<file path="src/design/u8lb_pkg.sv">
package u8lb_pkg;

    // Input opcodes
    localparam logic OP_TEXT  = 1'b0;
    localparam logic OP_GLYPH = 1'b1;

    // Configuration register indexes
    localparam logic [2:0] REG_LINE_WIDTH      = 3'd0;
    localparam logic [2:0] REG_SPACE_ADVANCE   = 3'd1;
    localparam logic [2:0] REG_LETTER_GAP      = 3'd2;
    localparam logic [2:0] REG_LATIN_ADVANCE   = 3'd3;
    localparam logic [2:0] REG_MAX_GLYPH_WIDTH = 3'd4;
    localparam logic [2:0] REG_LETTER_FIRST    = 3'd5;
    localparam logic [2:0] REG_LETTER_LAST     = 3'd6;

    // Scan modes
    localparam logic [1:0] MODE_FIT  = 2'd0;
    localparam logic [1:0] MODE_WORD = 2'd1;
    localparam logic [1:0] MODE_DONE = 2'd2;

    // Code points
    localparam logic [15:0] CP_REPLACEMENT = 16'hFFFD;
    localparam logic [15:0] CP_SPACE       = 16'h0020;
    localparam logic [15:0] CP_LATIN_FIRST = 16'h0021;
    localparam logic [15:0] CP_LATIN_END   = 16'h007F;

    // Lead byte classes
    localparam logic [7:0] ASCII_END  = 8'h80;
    localparam logic [7:0] LEAD2_MASK = 8'hE0;
    localparam logic [7:0] LEAD2_CODE = 8'hC0;
    localparam logic [7:0] LEAD3_MASK = 8'hF0;
    localparam logic [7:0] LEAD3_CODE = 8'hE0;
    localparam logic [7:0] LEAD4_MASK = 8'hF8;
    localparam logic [7:0] LEAD4_CODE = 8'hF0;

    // Sequence length announced by a lead byte; bad leads count as one byte
    function automatic logic [2:0] seq_len(input logic [7:0] lead);
        logic [2:0] len;
        if (lead < ASCII_END)
            len = 3'd1;
        else if ((lead & LEAD2_MASK) == LEAD2_CODE)
            len = 3'd2;
        else if ((lead & LEAD3_MASK) == LEAD3_CODE)
            len = 3'd3;
        else if ((lead & LEAD4_MASK) == LEAD4_CODE)
            len = 3'd4;
        else
            len = 3'd1;
        return len;
    endfunction

    // Decode without checking continuation bytes; four-byte and bad leads give U+FFFD
    function automatic logic [15:0] decode(input logic [7:0] b0, input logic [7:0] b1,
                                           input logic [7:0] b2, input logic [2:0] len);
        logic [15:0] cp;
        if (b0 < ASCII_END)
            cp = {8'h00, b0};
        else if (len == 3'd2)
            cp = {5'b00000, b0[4:0], b1[5:0]};
        else if (len == 3'd3)
            cp = {b0[3:0], b1[5:0], b2[5:0]};
        else
            cp = CP_REPLACEMENT;
        return cp;
    endfunction

endpackage

</file>
<file path="src/design/utf8_greedy_line_break.sv">
// Channel | Direction | Handshake          | Content
// s       | in        | s_tvalid/s_tready  | text byte or glyph table write, tlast = last byte
// m       | out       | m_tvalid/m_tready  | break length of the finished string
// cfg     | in        | cfg_write          | line metrics and letter range registers
//
// One item per cycle while s_tready is high; a finished string's result is registered.
// A last byte that cuts off a multibyte sequence with bytes behind the lead leaves
// up to two code points over, taken one at a time with s_tready low meanwhile.
// The per-cycle path is decode, one glyph table read and the width add and compare.
// Reset clears string state, valid flags and the glyph table; no clearing pass is needed.
// Output register plus skid entry: input keeps flowing while one result waits.
module utf8_greedy_line_break #(
    parameter int MAX_BYTES   = 1024,
    parameter int GLYPH_SLOTS = 32
) (
    input  logic        clk,
    input  logic        rst_n,
    // configuration write port
    input  logic        cfg_write,
    input  logic [2:0]  cfg_index,
    input  logic [15:0] cfg_data,
    // input items
    input  logic        s_tvalid,
    output logic        s_tready,
    input  logic [23:0] s_tdata,   // text_byte[7:0], glyph_slot[12:8], glyph_pixels[20:13]
    input  logic        s_tuser,   // opcode
    input  logic        s_tlast,   // last_byte
    // result items
    output logic        m_tvalid,
    input  logic        m_tready,
    output logic [((($clog2(MAX_BYTES + 1)) + 7) / 8) * 8 - 1:0] m_tdata  // break_length
);

    localparam int POS_W       = $clog2(MAX_BYTES + 1);
    localparam int OUT_TDATA_W = ((POS_W + 7) / 8) * 8;
    localparam int SLOT_W      = (GLYPH_SLOTS > 1) ? $clog2(GLYPH_SLOTS) : 1;

    // configuration registers
    logic [15:0] line_width_reg;
    logic [7:0]  space_advance_reg;
    logic [3:0]  letter_gap_reg;
    logic [7:0]  latin_advance_reg;
    logic [7:0]  max_glyph_width_reg;
    logic [15:0] letter_first_reg;
    logic [15:0] letter_last_reg;

    // glyph table
    logic [7:0] glyph_widths_reg [GLYPH_SLOTS];

    // string state
    logic [15:0]      used_reg, used_next;
    logic [POS_W-1:0] byte_pos_reg, byte_pos_next;
    logic [POS_W-1:0] stop_pos_reg, stop_pos_next;
    logic [POS_W-1:0] space_pos_reg, space_pos_next;
    logic             space_seen_reg, space_seen_next;
    logic [1:0]       mode_reg, mode_next;
    logic [7:0]       pend_byte_reg [3];
    logic [7:0]       pend_byte_next [3];
    logic [1:0]       pend_cnt_reg, pend_cnt_next;
    logic             flush_reg, flush_next;

    // output register and skid entry
    logic             out_valid_reg, out_valid_next;
    logic [POS_W-1:0] out_data_reg, out_data_next;
    logic             skid_valid_reg, skid_valid_next;
    logic [POS_W-1:0] skid_data_reg, skid_data_next;

    // input fields
    logic [7:0] in_text_byte;
    logic [4:0] in_glyph_slot;
    logic [7:0] in_glyph_pixels;
    logic       s_accept;
    logic       text_step;

    assign in_text_byte    = s_tdata[7:0];
    assign in_glyph_slot   = s_tdata[12:8];
    assign in_glyph_pixels = s_tdata[20:13];

    assign s_tready  = !skid_valid_reg && !flush_reg;
    assign s_accept  = s_tvalid && s_tready;
    assign text_step = (s_accept && (s_tuser == u8lb_pkg::OP_TEXT)) ||
                       (flush_reg && !skid_valid_reg);

    assign m_tvalid = out_valid_reg;
    assign m_tdata  = OUT_TDATA_W'(out_data_reg);

    // Build the byte window: held bytes, then the new byte unless flushing
    logic [7:0] win_byte [4];
    logic [2:0] win_cnt;
    logic       win_last;

    always_comb
    begin
        for (int i = 0; i < 3; i++)
        begin
            if (3'(i) < {1'b0, pend_cnt_reg})
                win_byte[i] = pend_byte_reg[i];
            else if ((3'(i) == {1'b0, pend_cnt_reg}) && !flush_reg)
                win_byte[i] = in_text_byte;
            else
                win_byte[i] = 8'h00;
        end
        win_byte[3] = ((pend_cnt_reg == 2'd3) && !flush_reg) ? in_text_byte : 8'h00;
        win_cnt  = {1'b0, pend_cnt_reg} + (flush_reg ? 3'd0 : 3'd1);
        win_last = flush_reg || s_tlast;
    end

    // Take at most one code point from the front of the window
    logic [2:0]  need;
    logic        has_cp;
    logic [15:0] cp;
    logic [2:0]  cp_bytes;
    logic [2:0]  remain;
    logic [7:0]  pend_shift [3];

    always_comb
    begin
        logic [2:0] j;
        need = u8lb_pkg::seq_len(win_byte[0]);
        if (win_cnt >= need)
        begin
            has_cp   = 1'b1;
            cp       = u8lb_pkg::decode(win_byte[0], win_byte[1], win_byte[2], need);
            cp_bytes = need;
        end
        else if (win_last)
        begin
            // cut-off lead at the end of the string stands alone
            has_cp   = 1'b1;
            cp       = u8lb_pkg::CP_REPLACEMENT;
            cp_bytes = 3'd1;
        end
        else
        begin
            has_cp   = 1'b0;
            cp       = u8lb_pkg::CP_REPLACEMENT;
            cp_bytes = 3'd0;
        end
        remain = win_cnt - cp_bytes;
        for (int i = 0; i < 3; i++)
        begin
            j = 3'(i) + cp_bytes;
            pend_shift[i] = (j < 3'd4) ? win_byte[j[1:0]] : 8'h00;
        end
    end

    // Advance of the code point
    logic        is_space;
    logic        is_letter;
    logic        is_latin;
    logic [16:0] letter_diff;
    logic [15:0] letter_idx;
    logic [7:0]  raw_width;
    logic [7:0]  letter_width;
    logic [8:0]  adv;

    always_comb
    begin
        is_space    = (cp == u8lb_pkg::CP_SPACE);
        is_letter   = (letter_first_reg <= letter_last_reg) &&
                      (cp >= letter_first_reg) && (cp <= letter_last_reg);
        is_latin    = (cp >= u8lb_pkg::CP_LATIN_FIRST) && (cp < u8lb_pkg::CP_LATIN_END);
        letter_diff = {1'b0, cp} - {1'b0, letter_first_reg};
        letter_idx  = letter_diff[15:0];
        if (is_letter && (letter_diff < 17'(GLYPH_SLOTS)))
            raw_width = glyph_widths_reg[letter_idx[SLOT_W-1:0]];
        else
            raw_width = 8'h00;
        if ((raw_width == 8'h00) || (raw_width > max_glyph_width_reg))
            letter_width = max_glyph_width_reg;
        else
            letter_width = raw_width;
        if (is_space)
            adv = {1'b0, space_advance_reg};
        else if (is_letter)
            adv = {1'b0, letter_width} + {5'b00000, letter_gap_reg};
        else if (is_latin)
            adv = {1'b0, latin_advance_reg};
        else
            adv = 9'd0;
    end

    // Fit the code point against the line
    logic [16:0]      width_sum;
    logic             fits;
    logic [POS_W:0]   byte_pos_sum;
    logic [POS_W:0]   stop_pos_sum;
    logic [POS_W-1:0] byte_pos_sat;
    logic [POS_W-1:0] stop_pos_sat;
    logic [POS_W-1:0] first_cp_sat;
    logic [15:0]      used_upd;
    logic [POS_W-1:0] byte_pos_upd;
    logic [POS_W-1:0] stop_pos_upd;
    logic [POS_W-1:0] space_pos_upd;
    logic             space_seen_upd;
    logic [1:0]       mode_upd;

    always_comb
    begin
        width_sum    = {1'b0, used_reg} + {8'h00, adv};
        fits         = (width_sum <= {1'b0, line_width_reg});
        byte_pos_sum = {1'b0, byte_pos_reg} + (POS_W + 1)'(cp_bytes);
        stop_pos_sum = {1'b0, stop_pos_reg} + (POS_W + 1)'(cp_bytes);
        byte_pos_sat = (byte_pos_sum > (POS_W + 1)'(MAX_BYTES)) ?
                       POS_W'(MAX_BYTES) : byte_pos_sum[POS_W-1:0];
        stop_pos_sat = (stop_pos_sum > (POS_W + 1)'(MAX_BYTES)) ?
                       POS_W'(MAX_BYTES) : stop_pos_sum[POS_W-1:0];
        first_cp_sat = POS_W'(cp_bytes);

        used_upd       = used_reg;
        byte_pos_upd   = byte_pos_reg;
        stop_pos_upd   = stop_pos_reg;
        space_pos_upd  = space_pos_reg;
        space_seen_upd = space_seen_reg;
        mode_upd       = mode_reg;

        if (has_cp)
        begin
            unique case (mode_reg)
                u8lb_pkg::MODE_FIT:
                begin
                    if (!fits)
                    begin
                        priority if (space_seen_reg && (space_pos_reg != '0))
                        begin
                            stop_pos_upd = space_pos_reg;
                            mode_upd     = u8lb_pkg::MODE_DONE;
                        end
                        else if (byte_pos_reg == '0)
                        begin
                            // not even the first character fits: take the whole word
                            stop_pos_upd = first_cp_sat;
                            mode_upd     = is_space ? u8lb_pkg::MODE_DONE : u8lb_pkg::MODE_WORD;
                        end
                        else
                        begin
                            stop_pos_upd = byte_pos_reg;
                            mode_upd     = u8lb_pkg::MODE_DONE;
                        end
                    end
                    else
                    begin
                        if (is_space)
                        begin
                            space_pos_upd  = byte_pos_reg;
                            space_seen_upd = 1'b1;
                        end
                        used_upd     = width_sum[15:0];
                        byte_pos_upd = byte_pos_sat;
                        stop_pos_upd = byte_pos_sat;
                    end
                end
                u8lb_pkg::MODE_WORD:
                begin
                    if (is_space)
                        mode_upd = u8lb_pkg::MODE_DONE;
                    else
                        stop_pos_upd = stop_pos_sat;
                end
                default:
                begin
                end
            endcase
        end
    end

    // Commit string state; clear it once the string is finished
    logic             emit;
    logic [POS_W-1:0] emit_data;

    always_comb
    begin
        used_next       = used_reg;
        byte_pos_next   = byte_pos_reg;
        stop_pos_next   = stop_pos_reg;
        space_pos_next  = space_pos_reg;
        space_seen_next = space_seen_reg;
        mode_next       = mode_reg;
        pend_cnt_next   = pend_cnt_reg;
        flush_next      = flush_reg;
        for (int i = 0; i < 3; i++)
            pend_byte_next[i] = pend_byte_reg[i];
        emit      = 1'b0;
        emit_data = (line_width_reg == 16'd0) ? '0 : stop_pos_upd;

        if (text_step)
        begin
            if (win_last && (remain == 3'd0))
            begin
                emit            = 1'b1;
                used_next       = '0;
                byte_pos_next   = '0;
                stop_pos_next   = '0;
                space_pos_next  = '0;
                space_seen_next = 1'b0;
                mode_next       = u8lb_pkg::MODE_FIT;
                pend_cnt_next   = 2'd0;
                flush_next      = 1'b0;
                for (int i = 0; i < 3; i++)
                    pend_byte_next[i] = 8'h00;
            end
            else
            begin
                used_next       = used_upd;
                byte_pos_next   = byte_pos_upd;
                stop_pos_next   = stop_pos_upd;
                space_pos_next  = space_pos_upd;
                space_seen_next = space_seen_upd;
                mode_next       = mode_upd;
                pend_cnt_next   = remain[1:0];
                flush_next      = win_last;
                for (int i = 0; i < 3; i++)
                    pend_byte_next[i] = pend_shift[i];
            end
        end
    end

    // Output register with skid entry behind it
    always_comb
    begin
        out_valid_next  = out_valid_reg;
        out_data_next   = out_data_reg;
        skid_valid_next = skid_valid_reg;
        skid_data_next  = skid_data_reg;
        if (!out_valid_reg || m_tready)
        begin
            if (skid_valid_reg)
            begin
                out_valid_next  = 1'b1;
                out_data_next   = skid_data_reg;
                skid_valid_next = 1'b0;
            end
            else
            begin
                out_valid_next = emit;
                out_data_next  = emit_data;
            end
        end
        else if (emit)
        begin
            skid_valid_next = 1'b1;
            skid_data_next  = emit_data;
        end
    end

    // Configuration registers
    always_ff @(posedge clk or negedge rst_n)
    begin
        if (!rst_n)
        begin
            line_width_reg      <= 16'd240;
            space_advance_reg   <= 8'd4;
            letter_gap_reg      <= 4'd1;
            latin_advance_reg   <= 8'd6;
            max_glyph_width_reg <= 8'd12;
            letter_first_reg    <= 16'd1488;
            letter_last_reg     <= 16'd1514;
        end
        else if (cfg_write)
        begin
            unique case (cfg_index)
                u8lb_pkg::REG_LINE_WIDTH:      line_width_reg      <= cfg_data;
                u8lb_pkg::REG_SPACE_ADVANCE:   space_advance_reg   <= cfg_data[7:0];
                u8lb_pkg::REG_LETTER_GAP:      letter_gap_reg      <= cfg_data[3:0];
                u8lb_pkg::REG_LATIN_ADVANCE:   latin_advance_reg   <= cfg_data[7:0];
                u8lb_pkg::REG_MAX_GLYPH_WIDTH: max_glyph_width_reg <= cfg_data[7:0];
                u8lb_pkg::REG_LETTER_FIRST:    letter_first_reg    <= cfg_data;
                u8lb_pkg::REG_LETTER_LAST:     letter_last_reg     <= cfg_data;
                default:
                begin
                end
            endcase
        end
    end

    // Glyph table writes; slots past the table are dropped
    logic [8:0] slot_wide;
    assign slot_wide = {4'b0000, in_glyph_slot};

    always_ff @(posedge clk or negedge rst_n)
    begin
        if (!rst_n)
        begin
            for (int i = 0; i < GLYPH_SLOTS; i++)
                glyph_widths_reg[i] <= 8'h00;
        end
        else if (s_accept && (s_tuser == u8lb_pkg::OP_GLYPH) &&
                 (slot_wide < 9'(GLYPH_SLOTS)))
        begin
            glyph_widths_reg[slot_wide[SLOT_W-1:0]] <= in_glyph_pixels;
        end
    end

    // String state and output control
    always_ff @(posedge clk or negedge rst_n)
    begin
        if (!rst_n)
        begin
            used_reg       <= '0;
            byte_pos_reg   <= '0;
            stop_pos_reg   <= '0;
            space_pos_reg  <= '0;
            space_seen_reg <= 1'b0;
            mode_reg       <= u8lb_pkg::MODE_FIT;
            pend_cnt_reg   <= 2'd0;
            flush_reg      <= 1'b0;
            out_valid_reg  <= 1'b0;
            skid_valid_reg <= 1'b0;
        end
        else
        begin
            used_reg       <= used_next;
            byte_pos_reg   <= byte_pos_next;
            stop_pos_reg   <= stop_pos_next;
            space_pos_reg  <= space_pos_next;
            space_seen_reg <= space_seen_next;
            mode_reg       <= mode_next;
            pend_cnt_reg   <= pend_cnt_next;
            flush_reg      <= flush_next;
            out_valid_reg  <= out_valid_next;
            skid_valid_reg <= skid_valid_next;
        end
    end

    // Held bytes and result payload
    always_ff @(posedge clk)
    begin
        for (int i = 0; i < 3; i++)
            pend_byte_reg[i] <= pend_byte_next[i];
        out_data_reg  <= out_data_next;
        skid_data_reg <= skid_data_next;
    end

    // Skid entry only fills behind a waiting output
    a_skid_behind_out: assert property (@(posedge clk) disable iff (!rst_n)
        skid_valid_reg |-> out_valid_reg)
        else $error("skid entry full while output register empty");

    // A flush only runs with one or two bytes left behind the cut-off lead
    a_flush_pending: assert property (@(posedge clk) disable iff (!rst_n)
        flush_reg |-> (pend_cnt_reg == 2'd1 || pend_cnt_reg == 2'd2))
        else $error("flush with unexpected number of held bytes");

    // A finished string leaves the scan state cleared
    a_clear_after_emit: assert property (@(posedge clk) disable iff (!rst_n)
        emit |=> (byte_pos_reg == '0 && pend_cnt_reg == 2'd0 &&
                  mode_reg == u8lb_pkg::MODE_FIT && !flush_reg))
        else $error("string state not cleared after result");

    // Every result lands in the output register or the skid entry
    a_emit_lands: assert property (@(posedge clk) disable iff (!rst_n)
        emit |=> (out_valid_reg || skid_valid_reg))
        else $error("result dropped");

    // Stop and byte positions stay within the byte limit
    a_stop_bound: assert property (@(posedge clk) disable iff (!rst_n)
        (stop_pos_reg <= POS_W'(MAX_BYTES)) && (byte_pos_reg <= POS_W'(MAX_BYTES)))
        else $error("byte position beyond limit");

endmodule
</file>
<file path="config.mk">
export PLATFORM = sky130hd
export DESIGN_NAME = utf8_greedy_line_break
export DESIGN_NICKNAME = d
export VERILOG_FILES = /design/src/design/u8lb_pkg.sv /design/src/design/utf8_greedy_line_break.sv
export SDC_FILE = /design/constraint.sdc
export NUM_CORES = 1
export LEC_CHECK = 0
export BUFFER_PORTS_ARGS = -buffer_cell sky130_fd_sc_hd__buf_2
export CAP_MARGIN = 20
export CORE_MARGIN = 1
export CORE_UTILIZATION = 40
export DETAILED_ROUTE_END_ITERATION = 8
export GPL_TIMING_DRIVEN = 0
export SLEW_MARGIN = 0
export SYNTH_ARGS = -nofsm -noshare
export SYNTH_HDL_FRONTEND = slang
export SYNTH_SLANG_ARGS = --single-unit
</file>
<file path="constraint.sdc">
create_clock -name clk -period 36.7 [get_ports clk]
set_input_delay 3.67 -clock clk [delete_from_list [all_inputs] [get_ports clk]]
set_output_delay 3.67 -clock clk [all_outputs]
set_load 0.02 [all_outputs]
</file>
**Yosys cells after proc, flatten, opt, wreduce, memory -nomap -nowiden**

Memories as Yosys holds them, arrays and structs flattened.
Cells that the tools add are included.

- Register bits: 411
- Memory bits (writable): 24
- Output and inout port bits: 18
- Memories: 1

- $add $sub $neg: 9
- Order comparisons: 25
- Equality and inequality tests: 18
- Multiplexer cells: 89
- Bitwise gates (word level): 7
- Reduce and logical (&&, ||, !) cells: 49

Memories:

| name | depth | width | rd ports | clocked after Yosys merged registers in | wr ports | RTL line | text |
|---|---|---|---|---|---|---|---|
| pend_byte_reg | 3 | 8 | 3 | 0 | 3 | utf8_greedy_line_break.sv:57 | `logic [7:0] pend_byte_reg [3];` |

Operator list:

| operator | number |
|---|---|
| bitwise mux 256 bit | 1 |
| 2-to-1 mux 11 bit | 19 |
| 2-to-1 mux 8 bit | 22 |
| 2-to-1 mux 16 bit | 8 |
| binary-select mux 8 bit (select 2 bit) | 3 |
| 2-to-1 mux 24 bit | 2 |
| binary-select mux 8 bit (select 5 bit) | 1 |
| demux 8 bit (select 5 bit) | 1 |
| <= comparator 16 bit | 2 |
| adder 11 x 3 -> 12 bit | 2 |
| > comparator 12 x 11 -> 1 bit (second input constant) | 2 |
| one-hot mux 11 bit (2 select lines) | 1 |
| 2-to-1 mux 9 bit | 2 |
| adder 16 x 9 -> 17 bit | 1 |
| <= comparator 17 x 16 -> 1 bit | 1 |
| logical AND 1 bit | 17 |
| < comparator 17 x 6 -> 1 bit (second input constant) | 1 |
| subtractor 16 x 16 -> 17 bit | 1 |
| equality test 16 x 6 -> 1 bit (second input constant) | 1 |
| greater-or-equal comparator 16 bit | 1 |
| greater-or-equal comparator 16 x 6 -> 1 bit (second input constant) | 1 |
| logical NOT 16 bit | 1 |
| < comparator 16 x 7 -> 1 bit (second input constant) | 1 |
| 2-to-1 mux 2 bit | 8 |
| 43 further kinds | 97 |

**Longest topological paths before layout**

- Depth in word-level cells: 33
- Mapped depth: 66

**Worst setup path before layout**

OpenSTA, ideal clock, no wires.

- Path kind: input to register
- Start: input port s_tdata[6]
- End: register out_data_reg[9], data pin
- Data arrival time: 15.892 ns
- Required time: 36.436 ns
- Slack: 20.544 ns
- Stages on the path: 58
- Path buffers: 6
- Cells stage by stage: or4b_4 -> and2_1 -> buf_4 -> nor2_1 -> o21ai_0 -> ha_1 -> nand2b_1 -> a21o_1 -> a21oi_1 -> a21oi_1 -> ha_1 -> fa_1 -> buf_2 -> clkbuf_1 -> clkbuf_1 -> mux4_2 -> mux4_2 -> nor2b_1 -> [22 not listed] -> o21bai_1 -> a21oi_1 -> o21bai_1 -> a21oi_1 -> nor2_1 -> and3_1 -> xor2_1 -> ha_1 -> or4_1 -> o41ai_1 -> a31oi_1 -> or2_2 -> clkbuf_1 -> and3_1 -> a2111o_1 -> and3_1 -> a21oi_1 -> o21ai_0

- Cells in the longest elaborated chain, start to end: 31
- Elaborated cells between the ends (all ways): 57
- Classes of those cells: 5 x add/sub; 11 x order compare; 6 x eq/ne; 28 x mux; 1 x bitwise; 6 x reduce/logical

RTL lines:

| element | RTL line | text |
|---|---|---|
| start, declared | utf8_greedy_line_break.sv:25 | `input logic [23:0] s_tdata,` |
| 2-to-1 mux 8 bit (*) | utf8_greedy_line_break.sv:98 | `else if ((3'(i) == {1'b0, pend_cnt_reg}) && !flush_reg)` |
| 2-to-1 mux 8 bit (*) | utf8_greedy_line_break.sv:96 | `if (3'(i) < {1'b0, pend_cnt_reg})` |
| branches (longest 26 deep; another with subtractor 16 x 16 -> 17 bit) | n/a |  |
| 2-to-1 mux 11 bit (*) | utf8_greedy_line_break.sv:217 | `if (has_cp)` |
| 2-to-1 mux 11 bit (*) | utf8_greedy_line_break.sv:284 | `emit_data = (line_width_reg == 16'd0) ? '0 : stop_pos_upd;` |
| 2-to-1 mux 11 bit (*) | utf8_greedy_line_break.sv:327 | `if (skid_valid_reg)` |
| end signal, assigned | utf8_greedy_line_break.sv:430 | `out_data_reg <= out_data_next;` |
| end, declared | utf8_greedy_line_break.sv:64 | `logic [POS_W-1:0] out_data_reg, out_data_next;` |

Mark *: on every way between the ends. The select of a mux whose other input is x is not followed.
A chain may end at the register's enable or synchronous reset.

**Worst setup path in the final report**

- Start: input port s_tdata[7]
- End: register out_data_reg[9], data pin

The elaborated chain is that of the path after synthesis.

==> qor.yml <==
vias: 18800
synth_top_area_share_pct: 36.4
core-area_sq_um: 61900
maxSlewHeadroom_pct: 29.9
synthTopCellsByCount: "dfrtp_1 (367), mux2_2 (312), nand2_1 (208)"
hold_viol: 0
drc: 0
synthesis.area_sq_um: 25200
routed_wirelength_um: 73400
die_h_um: 253
start_kind: "primary input"
ys_warn_count: 0
die_w_um: 253
yosysTopAreaCell: "dfrtp_1"
largest_register_ffs: 256
path_common_cell: "a21oi_1"
critPathMaxStageDelay_ps: 840
dieArea_sq_um: 64000
seq_area_frac_synth_pct: 44.2
critPathKind: "in -> reg"
startpoint: "s_tdata[7]"
rows: 91
viasPerCell: 5.75
grt_busiest_layer: "met2"
nets: 2557
ir_worst_vdd_mv: 0.0918
io_pins: 68
report.final.slew_viol_count: 0
slowest_stage: "nor4b_1"
timing.final.crit_period_ps: 19420
numCtsBuffers: 49
drive_gt1_share_pct: 26.0
seq_area_sq_um: 11100
clk_path_buf_depth: 3
grt_pass1_vias: 19200
grt_max_degree: 116
ys.flop_type: "dfrtp_1"
worst_pin_slew_ps: 1040
ff2ff_path_depth: 57
r2r-start: "pend_cnt_reg[1]"
setup_viol: 0
synthTopCellsByArea: "dfrtp_1 (36%), mux2_2 (14%), mux4_2 (6.8%)"
num_antenna_cells: 0
crit_fanout: 10
n_fill_cell: 5774
hold-path-cell-count: 2
r2r_slack_ps: 19830
use_met1_pct: 29.2
cts_resized: 0
multi_input_area_sq_um: 13100
clock_latency_ps: 610
power_density_nw_per_um2: 102
worstPathRequired_ps: 37040
p_leak_nw: 12.9
track_usage_pct: 23.1
drt_iter0_markers: 1342
grt-ovfl-total: 0
grt_util_met2_pct: 40.6
synth-seq-cells: 435
io_buffers: 56
drtAntennaViolNets: 0
arrival_ps: 19760
place.gp.congestion: 0.937
finClkSkew_ps: 22.8
post_cts_buffers: 0
synth.distinct_cells: 100
yosysMostFrequentCell: "dfrtp_1"
cts_tree: "built"
grt_util_met3_pct: 2.85
cp-end-kind: "flip-flop"
grt_pass1_wl_um: 114000
status: "completed"
synthCells: 2281
totalPowerFinal_mw: 2.91
drv_cap: 0
rr_endpoint: "out_data_reg[9]"
start_util_pct: 40.7
synthArstFlopShare_pct: 89.4
grt_antenna_before_repair: 2
area_growth_pct: 13.1
crit_path_end: "out_data_reg[9]"
htreeDepth: 2
clkTransAtPathRegs_ps: 60
syn_avg_cell_area_sq_um: 11.1
hp-class: "reg -> reg"
maxClockFrequency_ghz: 0.0515
finalCritPeriodShare_pct: 52.9
cts.sinks: 435
place_hpwl_um: 53600
rsz0062_at_grt: "false"
holdBufCountCts: 0
cts_root_buf: "clkbuf_16"
synth-edff-count: 46
drtPass1Iterations: 5
wl_per_cell_um: 22.4
tns_ps: 0
==> routing by layer <==
metal	up-vias	wire length (um)	share of wire (%)
li1	8623	-	-
met1	9561	31100	42
met2	515	36900	50
met3	131	3090	4.2
met4	4	2300	3.1
met5	-	25	0.034
==> layout make-up <==
type | count | area share (%)
flip-flops and latches | 435 | 39.1
clock buffers | 64 | 4.92
plain buffers | 140 | 2.13
well taps | 837 | 3.67
inverters | 96 | 1.26
multi-input cells | 1614 | 46.0
repair buffers | 65 | 1.55
clock inverters | 26 | 1.34
==> critical path, delay by kind of cell <==
| family | cells | cell delay, ps |
|---|---|---|
| buf+inv | 7 | 2290 |
| xor+xnor | 1 | 170 |
| fa+ha+maj | 8 | 2630 |
| simple gates | 12 | 3420 |
| compound gates | 26 | 5990 |
| mux | 4 | 1550 |
==> how the worst min path moves through the flow <==
stage | slack [ps] | startpoint | end
4_1_cts | 500 | used_reg[4] | used_reg[4]
2_1_floorplan | 460 | used_reg[0] | used_reg[0]
3_3_place_gp | 470 | used_reg[3] | used_reg[3]
3_5_place_dp | 480 | used_reg[4] | used_reg[4]
5_1_grt | 510 | used_reg[3] | used_reg[3]
6_report | 490 | used_reg[4] | used_reg[4]
==> report_power, final <==
part           leakage, nW  switching (mW)  total (mW)  internal, mW
Clock                0.868           0.215       0.536         0.322
Combinational         6.37            1.06        1.73         0.669
Sequential            5.66          0.0525       0.643         0.591
==> layout by cell type, fill, tap and decap left out, drive strengths merged, types with 46 or more instances in the layout <==
cell / n
nand2: 208
o21ai: 149
mux2: 312
ha: 100
buf: 105
dfrtp: 367
a21oi: 93
nor2: 140
inv: 98
clkbuf: 163
mux4: 76
edfxtp: 46
==> through the flow <==
| stage | cells | setup WS [ps] | hold WS [ps] | instance area, sq um | util [%] |
|---|---|---|---|---|---|
| floorplan | 2285 | 20540 | 455 | 25200 | - |
| CTS | 3276 | 17470 | 495 | 28500 | 46.0 |
| global placement | 3178 | 17060 | 473 | 26500 | 42.9 |
| detailed placement | 3186 | 16910 | 483 | 26700 | 43.1 |
| global route | 3277 | 16340 | 506 | 28500 | 46.0 |
| finish | 3277 | 17280 | 490 | 28500 | 46.0 |
==> logic make-up (layout without fill, tap and decap cells) <==
kind of cell | Yosys count | after routing | share of synthesized area (%)
adders and majority gates | 106 | 106 | 5.44
AOI/OAI and AO/OA | 440 | 440 | 11.1
and+or+nand+nor | 603 | 603 | 11.9
DFF | 435 | 435 | 44.2
other | 1 | 5 | 0.0149
muxes | 421 | 421 | 22.0
xor gates and xnor gates | 39 | 39 | 1.38
buffers and inverters | 236 | 391 | 3.84
Note: power is estimated with default switching activity, not from simulation.
